[config.mk]
export PLATFORM = sky130hd
export DESIGN_NAME = time_triggered_task_scheduler
export DESIGN_NICKNAME = d
export VERILOG_FILES = /design/src/rtl/tts_pkg.sv /design/src/rtl/tts_tick_conv.sv /design/src/rtl/tts_cell.sv /design/src/rtl/time_triggered_task_scheduler.sv
export SDC_FILE = /design/constraint.sdc
export NUM_CORES = 2
export LEC_CHECK = 0
export BUFFER_PORTS_ARGS = -buffer_cell sky130_fd_sc_hd__buf_2
export CORE_MARGIN = 3
export CORE_UTILIZATION = 41
export DETAILED_ROUTE_END_ITERATION = 8
export PLACE_DENSITY = 0.64
export SYNTH_ARGS = -nofsm -noshare
export SYNTH_HDL_FRONTEND = slang
export SYNTH_SLANG_ARGS = --single-unit
[constraint.sdc]
create_clock -name clk -period 5.98 [get_ports clk]
set_input_delay 0.598 -clock clk [delete_from_list [all_inputs] [get_ports clk]]
set_output_delay 0.598 -clock clk [all_outputs]
set_load 0.05 [all_outputs]
[src/rtl/tts_pkg.sv]
// ----------------------------------------------------------------------------
// tts_pkg
// Shared constants and the token type carried along the slot cell chain.
// ----------------------------------------------------------------------------
package tts_pkg;

  localparam int TASKS_DEF   = 8;
  localparam int TICK_MS_DEF = 1;

  localparam int MODE_W = 3;
  localparam int SLOT_W = 3;
  localparam int MS_W   = 16;
  localparam int TK_W   = 16;
  localparam int CNT_W  = 32;
  localparam int RUNS_W = 8;

  localparam logic [MODE_W-1:0] MODE_CREATE   = 3'd0;
  localparam logic [MODE_W-1:0] MODE_KILL     = 3'd1;
  localparam logic [MODE_W-1:0] MODE_TICK     = 3'd2;
  localparam logic [MODE_W-1:0] MODE_DISPATCH = 3'd3;
  localparam logic [MODE_W-1:0] MODE_FINISH   = 3'd4;

  localparam logic [RUNS_W-1:0] RUNS_MAX = 8'hFF;

  // Command token walking from cell to cell; result fields fill in on the way.
  typedef struct packed {
    logic [MODE_W-1:0] mode;
    logic              tgt_vld;     // kill, finish, dispatch aim at one slot
    logic [TK_W-1:0]   period_tk;
    logic [TK_W-1:0]   delay_tk;
    logic              claimed;     // create already took a slot
    logic              ok;
    logic [SLOT_W-1:0] slot;
    logic [CNT_W-1:0]  tick_count;
    logic [CNT_W-1:0]  busy;
  } tts_token_t;

endpackage

[src/rtl/tts_tick_conv.sv]
// ----------------------------------------------------------------------------
// tts_tick_conv
// Millisecond to tick conversion, rounding up, by reciprocal multiply.
// ----------------------------------------------------------------------------
module tts_tick_conv #(
  parameter int TICK_MS = tts_pkg::TICK_MS_DEF
) (
  input  logic [tts_pkg::MS_W-1:0] ms,
  output logic [tts_pkg::TK_W-1:0] ticks
);

  // Numerator is ms + TICK_MS - 1, below 2^NUM_W. With SH = NUM_W + ceil(log2 T)
  // and MULT = ceil(2^SH / T) the product shifted right by SH is exact.
  localparam int NUM_W  = tts_pkg::MS_W + 1;
  localparam int LOG_T  = $clog2(TICK_MS);
  localparam int SH     = NUM_W + LOG_T;
  localparam int MULT_W = NUM_W + 2;
  localparam longint MULT = ((64'd1 << SH) + longint'(TICK_MS) - 1) / longint'(TICK_MS);
  localparam int PROD_W = NUM_W + MULT_W;

  logic [NUM_W-1:0]  num;
  logic [PROD_W-1:0] prod;
  logic [PROD_W-1:0] quo;

  assign num   = NUM_W'(ms) + NUM_W'(TICK_MS - 1);
  assign prod  = PROD_W'(num) * PROD_W'(MULT_W'(MULT));
  assign quo   = prod >> SH;
  assign ticks = quo[tts_pkg::TK_W-1:0];

endmodule

[src/rtl/tts_cell.sv]
// ----------------------------------------------------------------------------
// tts_cell
// One task slot: holds its state, acts on the passing token, hands it on.
// ----------------------------------------------------------------------------
module tts_cell #(
  parameter int IDX_W = 3
) (
  input  logic                clk,
  input  logic                rst_n,
  input  logic                tok_vld_i,
  input  tts_pkg::tts_token_t tok_i,
  input  logic [IDX_W-1:0]    pos_i,
  input  logic [IDX_W-1:0]    tgt_i,
  output logic                tok_vld_o,
  output tts_pkg::tts_token_t tok_o,
  output logic [IDX_W-1:0]    pos_o,
  output logic [IDX_W-1:0]    tgt_o
);

  localparam int EW = (IDX_W > tts_pkg::SLOT_W) ? IDX_W : tts_pkg::SLOT_W;

  logic                        live_r, live_nxt;
  logic                        zombie_r, zombie_nxt;
  logic                        blocked_r, blocked_nxt;
  logic [tts_pkg::RUNS_W-1:0]  pend_r, pend_nxt;
  logic [tts_pkg::CNT_W-1:0]   busy_r, busy_nxt;
  logic [tts_pkg::TK_W-1:0]    period_r, period_nxt;
  logic [tts_pkg::TK_W-1:0]    rem_r, rem_nxt;
  logic [tts_pkg::CNT_W-1:0]   start_r, start_nxt;

  logic                        tok_vld_r;
  tts_pkg::tts_token_t         tok_r, tok_nxt;
  logic [IDX_W-1:0]            pos_r, tgt_r;

  logic                        hit;
  logic [EW-1:0]               pos_ext;

  assign hit     = tok_i.tgt_vld && (tgt_i == pos_i);
  assign pos_ext = EW'(pos_i);

  always_comb begin
    live_nxt    = live_r;
    zombie_nxt  = zombie_r;
    blocked_nxt = blocked_r;
    pend_nxt    = pend_r;
    busy_nxt    = busy_r;
    period_nxt  = period_r;
    rem_nxt     = rem_r;
    start_nxt   = start_r;
    tok_nxt     = tok_i;
    if (tok_vld_i) begin
      case (tok_i.mode)
        tts_pkg::MODE_CREATE: begin
          if (!live_r && !tok_i.claimed) begin
            live_nxt        = 1'b1;
            zombie_nxt      = 1'b0;
            blocked_nxt     = 1'b0;
            pend_nxt        = '0;
            busy_nxt        = '0;
            period_nxt      = tok_i.period_tk;
            rem_nxt         = tok_i.delay_tk;
            tok_nxt.claimed = 1'b1;
            tok_nxt.ok      = 1'b1;
            tok_nxt.slot    = pos_ext[tts_pkg::SLOT_W-1:0];
          end
        end
        tts_pkg::MODE_KILL: begin
          if (hit) begin
            live_nxt = 1'b0;
          end
        end
        tts_pkg::MODE_TICK: begin
          if (live_r && !zombie_r) begin
            if (rem_r != '0) begin
              rem_nxt = rem_r - 1'b1;
            end else begin
              if (pend_r != tts_pkg::RUNS_MAX) begin
                pend_nxt = pend_r + 1'b1;
              end
              if (period_r != '0) begin
                rem_nxt = period_r - 1'b1;
              end else begin
                zombie_nxt = 1'b1;
              end
            end
          end
        end
        tts_pkg::MODE_DISPATCH: begin
          if (hit && live_r && !blocked_r && (pend_r != '0)) begin
            blocked_nxt = 1'b1;
            start_nxt   = tok_i.tick_count;
            tok_nxt.ok  = 1'b1;
          end
        end
        tts_pkg::MODE_FINISH: begin
          if (hit) begin
            if (blocked_r) begin
              blocked_nxt = 1'b0;
              if (pend_r != '0) begin
                pend_nxt = pend_r - 1'b1;
              end
              busy_nxt = busy_r + (tok_i.tick_count - start_r) + 32'd1;
              if (zombie_r) begin
                live_nxt = 1'b0;
              end
            end
            tok_nxt.busy = busy_nxt;
          end
        end
        default: begin
        end
      endcase
    end
  end

  always_ff @(posedge clk) begin
    if (!rst_n) begin
      live_r    <= 1'b0;
      zombie_r  <= 1'b0;
      blocked_r <= 1'b0;
      pend_r    <= '0;
      busy_r    <= '0;
      tok_vld_r <= 1'b0;
    end else begin
      live_r    <= live_nxt;
      zombie_r  <= zombie_nxt;
      blocked_r <= blocked_nxt;
      pend_r    <= pend_nxt;
      busy_r    <= busy_nxt;
      tok_vld_r <= tok_vld_i;
    end
  end

  always_ff @(posedge clk) begin
    period_r <= period_nxt;
    rem_r    <= rem_nxt;
    start_r  <= start_nxt;
    tok_r    <= tok_nxt;
    pos_r    <= pos_i + 1'b1;
    tgt_r    <= tgt_i;
  end

  assign tok_vld_o = tok_vld_r;
  assign tok_o     = tok_r;
  assign pos_o     = pos_r;
  assign tgt_o     = tgt_r;

endmodule

[src/rtl/time_triggered_task_scheduler.sv]
// ----------------------------------------------------------------------------
// time_triggered_task_scheduler
// Periodic task table: create, kill, tick, dispatch and finish commands run
// as a token through a row of slot cells, one cell per cycle.
// ----------------------------------------------------------------------------
//
//  channel  direction  handshake              payload
//  in_      input      in_valid / in_ready    mode, task_slot, period_ms, delay_ms
//  out_     output     out_valid / out_ready  ok, slot, tick_count, busy_ticks
//
// A beat runs from accept through the conversion stage, the launch register
// and the TASKS slot cells into the output register.
// A new beat is accepted as soon as the previous token has left the chain,
// even while its result still waits in the output register; the new token
// holds in the conversion stage until that register is empty.
// Reset clears the whole table of live, zombie, blocked, pending and busy
// state at once; no clearing pass is needed.
//
module time_triggered_task_scheduler #(
  parameter int TASKS   = tts_pkg::TASKS_DEF,
  parameter int TICK_MS = tts_pkg::TICK_MS_DEF
) (
  input  logic                       clk,
  input  logic                       rst_n,
  input  logic                       in_valid,
  output logic                       in_ready,
  input  logic [tts_pkg::MODE_W-1:0] in_mode,
  input  logic [tts_pkg::SLOT_W-1:0] in_task_slot,
  input  logic [tts_pkg::MS_W-1:0]   in_period_ms,
  input  logic [tts_pkg::MS_W-1:0]   in_delay_ms,
  output logic                       out_valid,
  input  logic                       out_ready,
  output logic                       out_ok,
  output logic [tts_pkg::SLOT_W-1:0] out_slot,
  output logic [tts_pkg::CNT_W-1:0]  out_tick_count,
  output logic [tts_pkg::CNT_W-1:0]  out_busy_ticks
);

  localparam int IDX_W = (TASKS > 1) ? $clog2(TASKS) : 1;
  localparam int EW    = (IDX_W > tts_pkg::SLOT_W) ? IDX_W : tts_pkg::SLOT_W;

  typedef enum logic [2:0] {
    ST_IDLE = 3'b001,   // waiting for a beat
    ST_CONV = 3'b010,   // beat held, ticks converted, waiting to launch
    ST_RUN  = 3'b100    // token walking the cells
  } state_t;

  state_t                       state_r, state_nxt;

  // Captured input beat
  logic [tts_pkg::MODE_W-1:0]   mode_r;
  logic [tts_pkg::SLOT_W-1:0]   task_slot_r;
  logic [tts_pkg::MS_W-1:0]     period_ms_r;
  logic [tts_pkg::MS_W-1:0]     delay_ms_r;

  // Global scheduler state
  logic [IDX_W-1:0]             next_slot_r, next_slot_nxt;
  logic [tts_pkg::CNT_W-1:0]    tick_cnt_r, tick_cnt_nxt;

  // Output register
  logic                         out_valid_r;
  tts_pkg::tts_token_t          out_tok_r;

  // Launch register and cell chain
  logic                         launch;
  logic                         accept;
  logic                         chain_exit;
  logic [TASKS:0]               chain_vld;
  tts_pkg::tts_token_t          chain_tok [0:TASKS];
  logic [IDX_W-1:0]             chain_pos [0:TASKS];
  logic [IDX_W-1:0]             chain_tgt [0:TASKS];
  logic                         vld0_r;
  tts_pkg::tts_token_t          tok0_r, tok0_nxt;
  logic [IDX_W-1:0]             tgt0_r, tgt0_nxt;

  logic [tts_pkg::TK_W-1:0]     period_tk;
  logic [tts_pkg::TK_W-1:0]     delay_tk;
  logic [EW-1:0]                ts_ext;
  logic [EW-1:0]                ns_ext;
  logic                         ts_in_range;

  assign accept     = in_valid && in_ready;
  assign in_ready   = (state_r == ST_IDLE);
  // Launch only into an empty output register: nothing else can fill it
  // before this token comes out of the chain.
  assign launch     = (state_r == ST_CONV) && !out_valid_r;
  assign chain_exit = chain_vld[TASKS];

  tts_tick_conv #(
    .TICK_MS (TICK_MS)
  ) u_conv_period (
    .ms    (period_ms_r),
    .ticks (period_tk)
  );

  tts_tick_conv #(
    .TICK_MS (TICK_MS)
  ) u_conv_delay (
    .ms    (delay_ms_r),
    .ticks (delay_tk)
  );

  assign ts_ext      = EW'(task_slot_r);
  assign ns_ext      = EW'(next_slot_r);
  assign ts_in_range = {1'b0, ts_ext} < (EW + 1)'(TASKS);

  // Build the token: targets, reported slot and the tick count after this beat
  always_comb begin
    tok0_nxt            = tok0_r;
    tgt0_nxt            = tgt0_r;
    next_slot_nxt       = next_slot_r;
    tick_cnt_nxt        = tick_cnt_r;
    if (launch) begin
      tok0_nxt.mode       = mode_r;
      tok0_nxt.tgt_vld    = 1'b0;
      tok0_nxt.period_tk  = period_tk;
      tok0_nxt.delay_tk   = delay_tk;
      tok0_nxt.claimed    = 1'b0;
      tok0_nxt.ok         = 1'b0;
      tok0_nxt.slot       = '0;
      tok0_nxt.tick_count = tick_cnt_r;
      tok0_nxt.busy       = '0;
      tgt0_nxt            = ts_ext[IDX_W-1:0];
      case (mode_r)
        tts_pkg::MODE_KILL,
        tts_pkg::MODE_FINISH: begin
          tok0_nxt.tgt_vld = ts_in_range;
          tok0_nxt.slot    = task_slot_r;
        end
        tts_pkg::MODE_TICK: begin
          tick_cnt_nxt        = tick_cnt_r + 32'd1;
          tok0_nxt.tick_count = tick_cnt_nxt;
        end
        tts_pkg::MODE_DISPATCH: begin
          tok0_nxt.tgt_vld = 1'b1;
          tok0_nxt.slot    = ns_ext[tts_pkg::SLOT_W-1:0];
          tgt0_nxt         = next_slot_r;
          // Advance round robin, wrapping at the table size
          if (next_slot_r == IDX_W'(TASKS - 1)) begin
            next_slot_nxt = '0;
          end else begin
            next_slot_nxt = next_slot_r + 1'b1;
          end
        end
        default: begin
        end
      endcase
    end
  end

  always_comb begin
    state_nxt = state_r;
    case (state_r)
      ST_IDLE: begin
        if (accept) begin
          state_nxt = ST_CONV;
        end
      end
      ST_CONV: begin
        if (launch) begin
          state_nxt = ST_RUN;
        end
      end
      ST_RUN: begin
        if (chain_exit) begin
          state_nxt = ST_IDLE;
        end
      end
      default: begin
        state_nxt = ST_IDLE;
      end
    endcase
  end

  always_ff @(posedge clk) begin
    if (!rst_n) begin
      state_r     <= ST_IDLE;
      next_slot_r <= '0;
      tick_cnt_r  <= '0;
      vld0_r      <= 1'b0;
      out_valid_r <= 1'b0;
    end else begin
      state_r     <= state_nxt;
      next_slot_r <= next_slot_nxt;
      tick_cnt_r  <= tick_cnt_nxt;
      vld0_r      <= launch;
      // Load on exit, drop once the beat is taken
      if (chain_exit) begin
        out_valid_r <= 1'b1;
      end else if (out_ready) begin
        out_valid_r <= 1'b0;
      end
    end
  end

  always_ff @(posedge clk) begin
    if (accept) begin
      mode_r      <= in_mode;
      task_slot_r <= in_task_slot;
      period_ms_r <= in_period_ms;
      delay_ms_r  <= in_delay_ms;
    end
    tok0_r <= tok0_nxt;
    tgt0_r <= tgt0_nxt;
    if (chain_exit) begin
      out_tok_r <= chain_tok[TASKS];
    end
  end

  assign chain_vld[0] = vld0_r;
  assign chain_tok[0] = tok0_r;
  assign chain_pos[0] = '0;
  assign chain_tgt[0] = tgt0_r;

  // Row of slot cells; cell k owns slot k and sees the token at step k
  for (genvar k = 0; k < TASKS; k++) begin : g_cell
    tts_cell #(
      .IDX_W (IDX_W)
    ) u_cell (
      .clk       (clk),
      .rst_n     (rst_n),
      .tok_vld_i (chain_vld[k]),
      .tok_i     (chain_tok[k]),
      .pos_i     (chain_pos[k]),
      .tgt_i     (chain_tgt[k]),
      .tok_vld_o (chain_vld[k+1]),
      .tok_o     (chain_tok[k+1]),
      .pos_o     (chain_pos[k+1]),
      .tgt_o     (chain_tgt[k+1])
    );
  end

  assign out_valid      = out_valid_r;
  assign out_ok         = out_tok_r.ok;
  assign out_slot       = out_tok_r.slot;
  assign out_tick_count = out_tok_r.tick_count;
  assign out_busy_ticks = out_tok_r.busy;

  // Never more than one token in the chain
  a_one_token: assert property (@(posedge clk) disable iff (!rst_n)
    $countones(chain_vld) <= 1)
    else $error("more than one token in the cell chain");

  // While running, the token is somewhere in the chain; otherwise it is empty
  a_run_token: assert property (@(posedge clk) disable iff (!rst_n)
    (state_r == ST_RUN) |-> ($countones(chain_vld) == 1))
    else $error("running without a token in the chain");

  a_idle_empty: assert property (@(posedge clk) disable iff (!rst_n)
    (state_r != ST_RUN) |-> (chain_vld == '0))
    else $error("token in the chain outside the run state");

  // A token leaving the chain always finds the output register free
  a_exit_free: assert property (@(posedge clk) disable iff (!rst_n)
    chain_exit |-> !out_valid_r)
    else $error("result overwrites a pending output beat");

  // Round robin pointer stays inside the table
  a_next_slot: assert property (@(posedge clk) disable iff (!rst_n)
    {1'b0, next_slot_r} <= (IDX_W + 1)'(TASKS - 1))
    else $error("round robin pointer out of range");

endmodule
======== Word-level counts from Yosys, hierarchy flattened ========
Index checks and enable logic that the tools add are counted.
storage, ports and cells
  register bits ........................... 1908
  bits of input ports ..................... 42
  output and inout port bits .............. 70
  logic and storage cells ................. 921
operators by class
  add/sub/neg operators ................... 58
  eq/ne operators ......................... 154
  muxes and demuxes ....................... 318
  reduce and logical (&&, ||, !) cells .... 225
operators by type and width
  cell                     number
  $mux W32                 46
  $mux W16                 32
  $pmux W32 S2             8
  $mux W8                  56
  $add A32 B1 Y32 const B  9
  $add A32 B32 Y32         8
  $pmux W16 S2             8
  $reduce_bool A16 Y1      16
  $sub A16 B1 Y16 const B  16
  $sub A32 B32 Y32         8
  $pmux W8 S3              8
  $ne A2 B1 Y1 const B     74
  $mux W1                  97
  $reduce_and A5 Y1        16
  $reduce_and A9 Y1        8
  $reduce_bool A3 Y1       24
  $mux W5                  13
  $add A8 B1 Y8 const B    8
  $ne A8 B8 Y1 const B     8
  $reduce_bool A8 Y1       8
  $sub A8 B1 Y8 const B    8
  $eq A3 B2 Y1 const B     21
  $reduce_and A7 Y1        8
  $reduce_and A3 Y1        18
  20 further kinds         229

======== Logic depth before layout (Yosys ltp) ========
  depth after elaboration ................. 8
  depth in mapped cells ................... 17
  gate-level depth less buffers ........... 15

======== Hierarchy ========
From an unflattened synthesis, not the netlist that was laid out.
second synthesis, totals
  cell total of the unflattened synthesis .. 9051
  area total of the unflattened synthesis .. 91310.1 µm²
by module, submodules not included
  module                            instances  cells each  area each (µm²)  sequential area each (µm²)
  tts_cell at g_cell[3].u_cell ...  4          1080        10427.5          5024.8
  tts_cell at g_cell[1].u_cell      1          1055        10415.0          5024.8
  tts_cell at g_cell[2].u_cell      1          1052        10341.2          5024.8
  tts_cell at g_cell[7].u_cell      1          1037        10316.1          5024.8
  tts_cell at g_cell[0].u_cell      1          1038        10274.9          5024.8
  time_triggered_task_scheduler     1          517         8012.7           6206.0
  tts_tick_conv                     2          16          120.1            0.0

======== Least setup slack after synthesis ========
Ideal clock, no wire load.
  path type ............................... reg2reg
  start point ............................. register g_cell[4].u_cell.tgt_r[1]
  end point ............................... register g_cell[5].u_cell.start_r[0] in the netlist's numbering, enable pin
  library setup time ...................... 0.519 ns
  data arrival time ....................... 4.290 ns
  required time ........................... 5.461 ns
  path slack .............................. 1.171 ns
  cell stages (with the launch flop) ...... 5
  path buffers ............................ 1
  clock period less this slack ............ 4.809 ns
  path through ............................ dfxtp_1 -> and4b_1 -> clkbuf_1 -> nand4_1 -> nor4b_1
on the way
  word-level cells in the longest chain between the ends .. 6
ends and longest elaborated chain
  what                              line             source
  start: declaration                tts_cell.sv:33   logic [IDX_W-1:0] pos_r, tgt_r;
  start signal: assignment          tts_cell.sv:140  tgt_r <= tgt_i;
  $eq A3 B3 Y1                      tts_cell.sv:38   assign hit = tok_i.tgt_vld && (tgt_i == pos_i);
  $logic_and A1 B1 Y1               tts_cell.sv:38
  $logic_and A1 B1 Y1 (3 in a row)  tts_cell.sv:89   if (hit && live_r && !blocked_r && (pend_r != '0)) begin
  $reduce_and A3 Y1 (no line)       --
  end signal: assignment            tts_cell.sv:137  start_r <= start_nxt;
  end: declaration                  tts_cell.sv:29   logic [tts_pkg::CNT_W-1:0] start_r, start_nxt;
No other way between the ends.
A chain may end at the register's enable or synchronous reset.

==> metrics.md <==
| Metric | Value |
|---|---|
| Tcrit/Tclk final | `0.7282` |
| CTS buffer count | `191` |
| DIE HEIGHT | `roughly 470 um` |
| Slew headroom | `0.1959` |
| Clk_skew | `0.04018 ns` |
| Min Clock Period, post-route | `4.354 ns` |
| Leakage | `a little under 40 nW` |
| Ant. Diodes | `0` |
| Die area | `218300 um2` |
| Max stage delay on crit path | `0.63 ns` |
| Clock transition at path regs | `0.06 ns` |
| Power Dens Cells | `271.1 nW/um2` |
| Die width | `467.3 um` |
| Yosys reg bits | `1908` |
| Clk sinks | `1908` |
| Final Hold Viols | `0` |
| # H-tree levels | `4` |
| Least-Margin Pin Slew | `roughly 1.2 ns` |
| RSZ-0062 raised after global routing | `no` |
| Tot Pwr | `0.02655 W` |
| Initial drt markers | `4438` |
| Number of global-route vias before repair | `60070` |
| IO Pins | `112` |
| Final wirelength | `roughly 200000 um` |
| DRC | `0` |
| Crit-path max FO | `6` |
| Detail Placement HPWL | `146100 um` |
| FP Rows | `168` |
| Filler cells | `a little under 20000` |
| Syn Area/Cell | `10.12 um2` |
| Root Buffer | `clkbuf_16` |
| Initial antenna violation count | `1` |
| Critical Path Start Type | `register` |
| Mapped cell area | `between 80000 and 90000 um2` |
| Ys flop type | `dfxtp_1` |
| Post-Synthesis Cells | `8617` |
| Slowest CP cell | `o21ai_0` |
| CTS tree | `yes` |
| Gr usage total | `0.1813` |
| Multi-input logic area | `between 30000 and 40000 um2` |
| WL per Instance | `~17 um` |
| WP data arrival | `5.02 ns` |
| Syn nets | `between 9000 and 10000` |
| DRT Pass-1 Iters | `5` |
| FMAX | `roughly 230 MHz` |
| Area grow syn2layout | `12.24%` |
| Fraction of layout cells with a size suffix above 1 | `0.06642` |
| Clock Latency Late Sink | `about 0.8 ns` |
| Setup Viol. Count Final | `0` |
| Worst path required time | `approximately 6.6 ns` |
| Initial Utilization | `0.4142` |
| Largest cells by area after synthesis | `dfxtp_1 28%, edfxtp_1 24%, fa_1 5.9%` |
| Reg area | `45140 um2` |
| Fin. max-slew vios | `0` |
| Antenna-violating nets left | `0` |
| GP Congestion | `roughly 0.94` |
| Critical path's top delay family | `compound AO/OA/AOI/OAI gates` |
| EDFF count, synth | `692` |
| VDD IR max | `0.0003036 V` |
| Outcome | `completed` |
| Cells along the critical path | `inv_1 -> fa_1 -> inv_1 -> ha_1 -> nand3_1 -> a211oi_1 -> nor2_1 -> o21ai_0 -> a41oi_1 -> o211ai_1 -> a21oi_1 -> o211ai_1 -> xnor2_1 -> o21ai_0` |
| Global-route wire length before repair | `321700 um` |
| Netlist cell types | `93` |
| Ys Warns | `0` |
| Overflow after GRT | `0` |
| Crit Path Class | `reg2reg` |
| Post-synth top area share | `0.2790` |
| Min-delay worst type | `in2reg` |
| Max Cap Viol | `0` |
| Total negative slack | `0 ns` |
| Clk buf depth | `3` |
| Register area share after synthesis | `0.5172` |
| Core footprint | `210600 um2` |
| Buf+Inv Stages, Crit Path | `2` |
| Ys async rst share | `0` |
| CP endpoint kind | `register` |
| Vias per inst | `around 5.2` |
| Port Buffer Count | `about 110` |
| Synth area leader | `dfxtp_1` |
| Largest net degree at the start of global routing | `162` |
| Vias after detailed routing | `around 61000` |
| Net count reported at finish | `around 9400` |
-- metal layers --
metal	wire length [um]	global-route usage	vias up
met4	5815	0.05416	0
met5	0	0	-
li1	-	-	29710
met3	10270	0.02420	380
met2	92140	0.2958	1696
met1	93960	0.2512	29190
-- layout by cell type, fill, tap and decap left out, types with 42 or more instances in the layout --
cell	Yosys	final
nand2_1	675	675
nand4_1	57	57
and2_1	55	55
nor2_1	739	737
nor4_1	53	49
or3_1	67	67
buf_4	0	71
xor2_1	177	177
nand2b_1	49	49
clkbuf_16	0	205
inv_1	1088	1087
nor2b_1	48	48
nand3_1	117	110
a21o_1	179	179
o21bai_1	52	50
nor3_1	114	113
ha_1	323	323
edfxtp_1	692	692
o211ai_1	43	43
mux2i_1	188	188
buf_2	5	110
fa_1	256	256
o21a_1	42	42
a21oi_1	640	640
xnor2_1	237	237
dfxtp_1	1216	1208
a31oi_1	61	61
o21ai_0	488	487
and3_1	48	48
a22oi_1	195	195
-- through the flow --
step	worst slack (ns)	hold slack, ns	instances	instance area, um2	util
6_report	1.626	0.1101	11700	97910	0.4649
5_1_grt	1.328	0.1003	11700	97910	0.4649
4_1_cts	1.687	0.04040	11700	97910	0.4649
3_5_place_dp	1.699	0.3349	11310	90810	0.4312
2_1_floorplan	1.171	0.3226	8617	87240	-
3_3_place_gp	1.822	0.3343	11310	90810	0.4312
-- timing repair --
item	in CTS	in global routing
hold endpoints to repair	38	0
setup endpoints to repair	0	0
gates resized for setup	0	0
hold buffers	38	0
buffers inserted	0	0
-- state kept, by name (all words and copies together), names as in the netlist, 8 cells and up --
signal	cells
g_cell.u_cell.rem_r	128
g_cell.u_cell.zombie_r	8
g_cell.u_cell.tok_o	803
delay_ms_r	16
g_cell.u_cell.pend_r	64
g_cell.u_cell.period_r	128
period_ms_r	16
g_cell.u_cell.live_r	8
g_cell.u_cell.start_r	256
tick_cnt_r	32
g_cell.u_cell.tok_vld_o	8
g_cell.u_cell.tgt_o	21
chain_tok	71
out_tick_count	32
g_cell.u_cell.busy_r	256
out_busy_ticks	32
g_cell.u_cell.blocked_r	8
-- cells by family after synthesis --
kind of cell / count (synthesis) / synth area share
buffers and inverters: 1389 / 0.06009
adder cells (fa/ha/maj): 579 / 0.1051
flip-flops: 1908 / 0.5172
AND/OR/NAND/NOR: 2166 / 0.1148
XOR/XNOR: 414 / 0.04156
multiplexers: 204 / 0.02364
AO/OA/AOI/OAI: 1957 / 0.1376
-- cell usage after synthesis, types with 43 or more instances --
master / count
mux2i_1: 188
or3_1: 67
edfxtp_1: 692
nor3_1: 114
nor4_1: 53
nand4_1: 57
nor2b_1: 48
ha_1: 323
and2_1: 55
nand2b_1: 49
o211ai_1: 43
a21o_1: 179
xnor2_1: 237
dfxtp_1: 1216
inv_1: 1088
nor2_1: 739
and3_1: 48
a21oi_1: 640
a31oi_1: 61
nand3_1: 117
o21bai_1: 52
a22oi_1: 195
fa_1: 256
o21ai_0: 488
nand2_1: 675
clkbuf_1: 268
xor2_1: 177
-- path summary, 6_finish.rpt --
path / start / end / slack, ns / cells after the start
max reg2reg: g_cell[6].u_cell.tok_o[37] / g_cell[7].u_cell.tok_o[31] / 1.63 / 14
min reg2reg: g_cell[0].u_cell.tok_o[93] / g_cell[1].u_cell.tok_o[93] / 0.35 / 0
min: out_ready / out_valid / 0.11 / 4
max: g_cell[6].u_cell.tok_o[37] / g_cell[7].u_cell.tok_o[31] / 1.63 / 14
-- power breakdown --
part	leakage (nW)	internal [W]	switching (W)	total (W)
registers	16.3	0.0135	0.0000658	0.0135
clock network	3.27	0.00738	0.00517	0.0125
logic	19.9	0.000170	0.000294	0.000464
-- cell type report --
type,count,share of cell area
Inverter,1090,0.04188
Clock inverter,95,0.01139
Clock buffer,265,0.05725
Tap cell,2805,0.03584
Sequential cell,1908,0.4610
Timing Repair Buffer,220,0.01516
Multi-Input combinational cell,5320,0.3775
-- worst min-delay path: cells and delay by family --
kind | cells | cell delay, ns
AO/OA/AOI/OAI | 1 | 0.06
buffers and inverters | 2 | 0.14
AND/OR/NAND/NOR | 1 | 0.07
(Power assumes the default switching activity.)
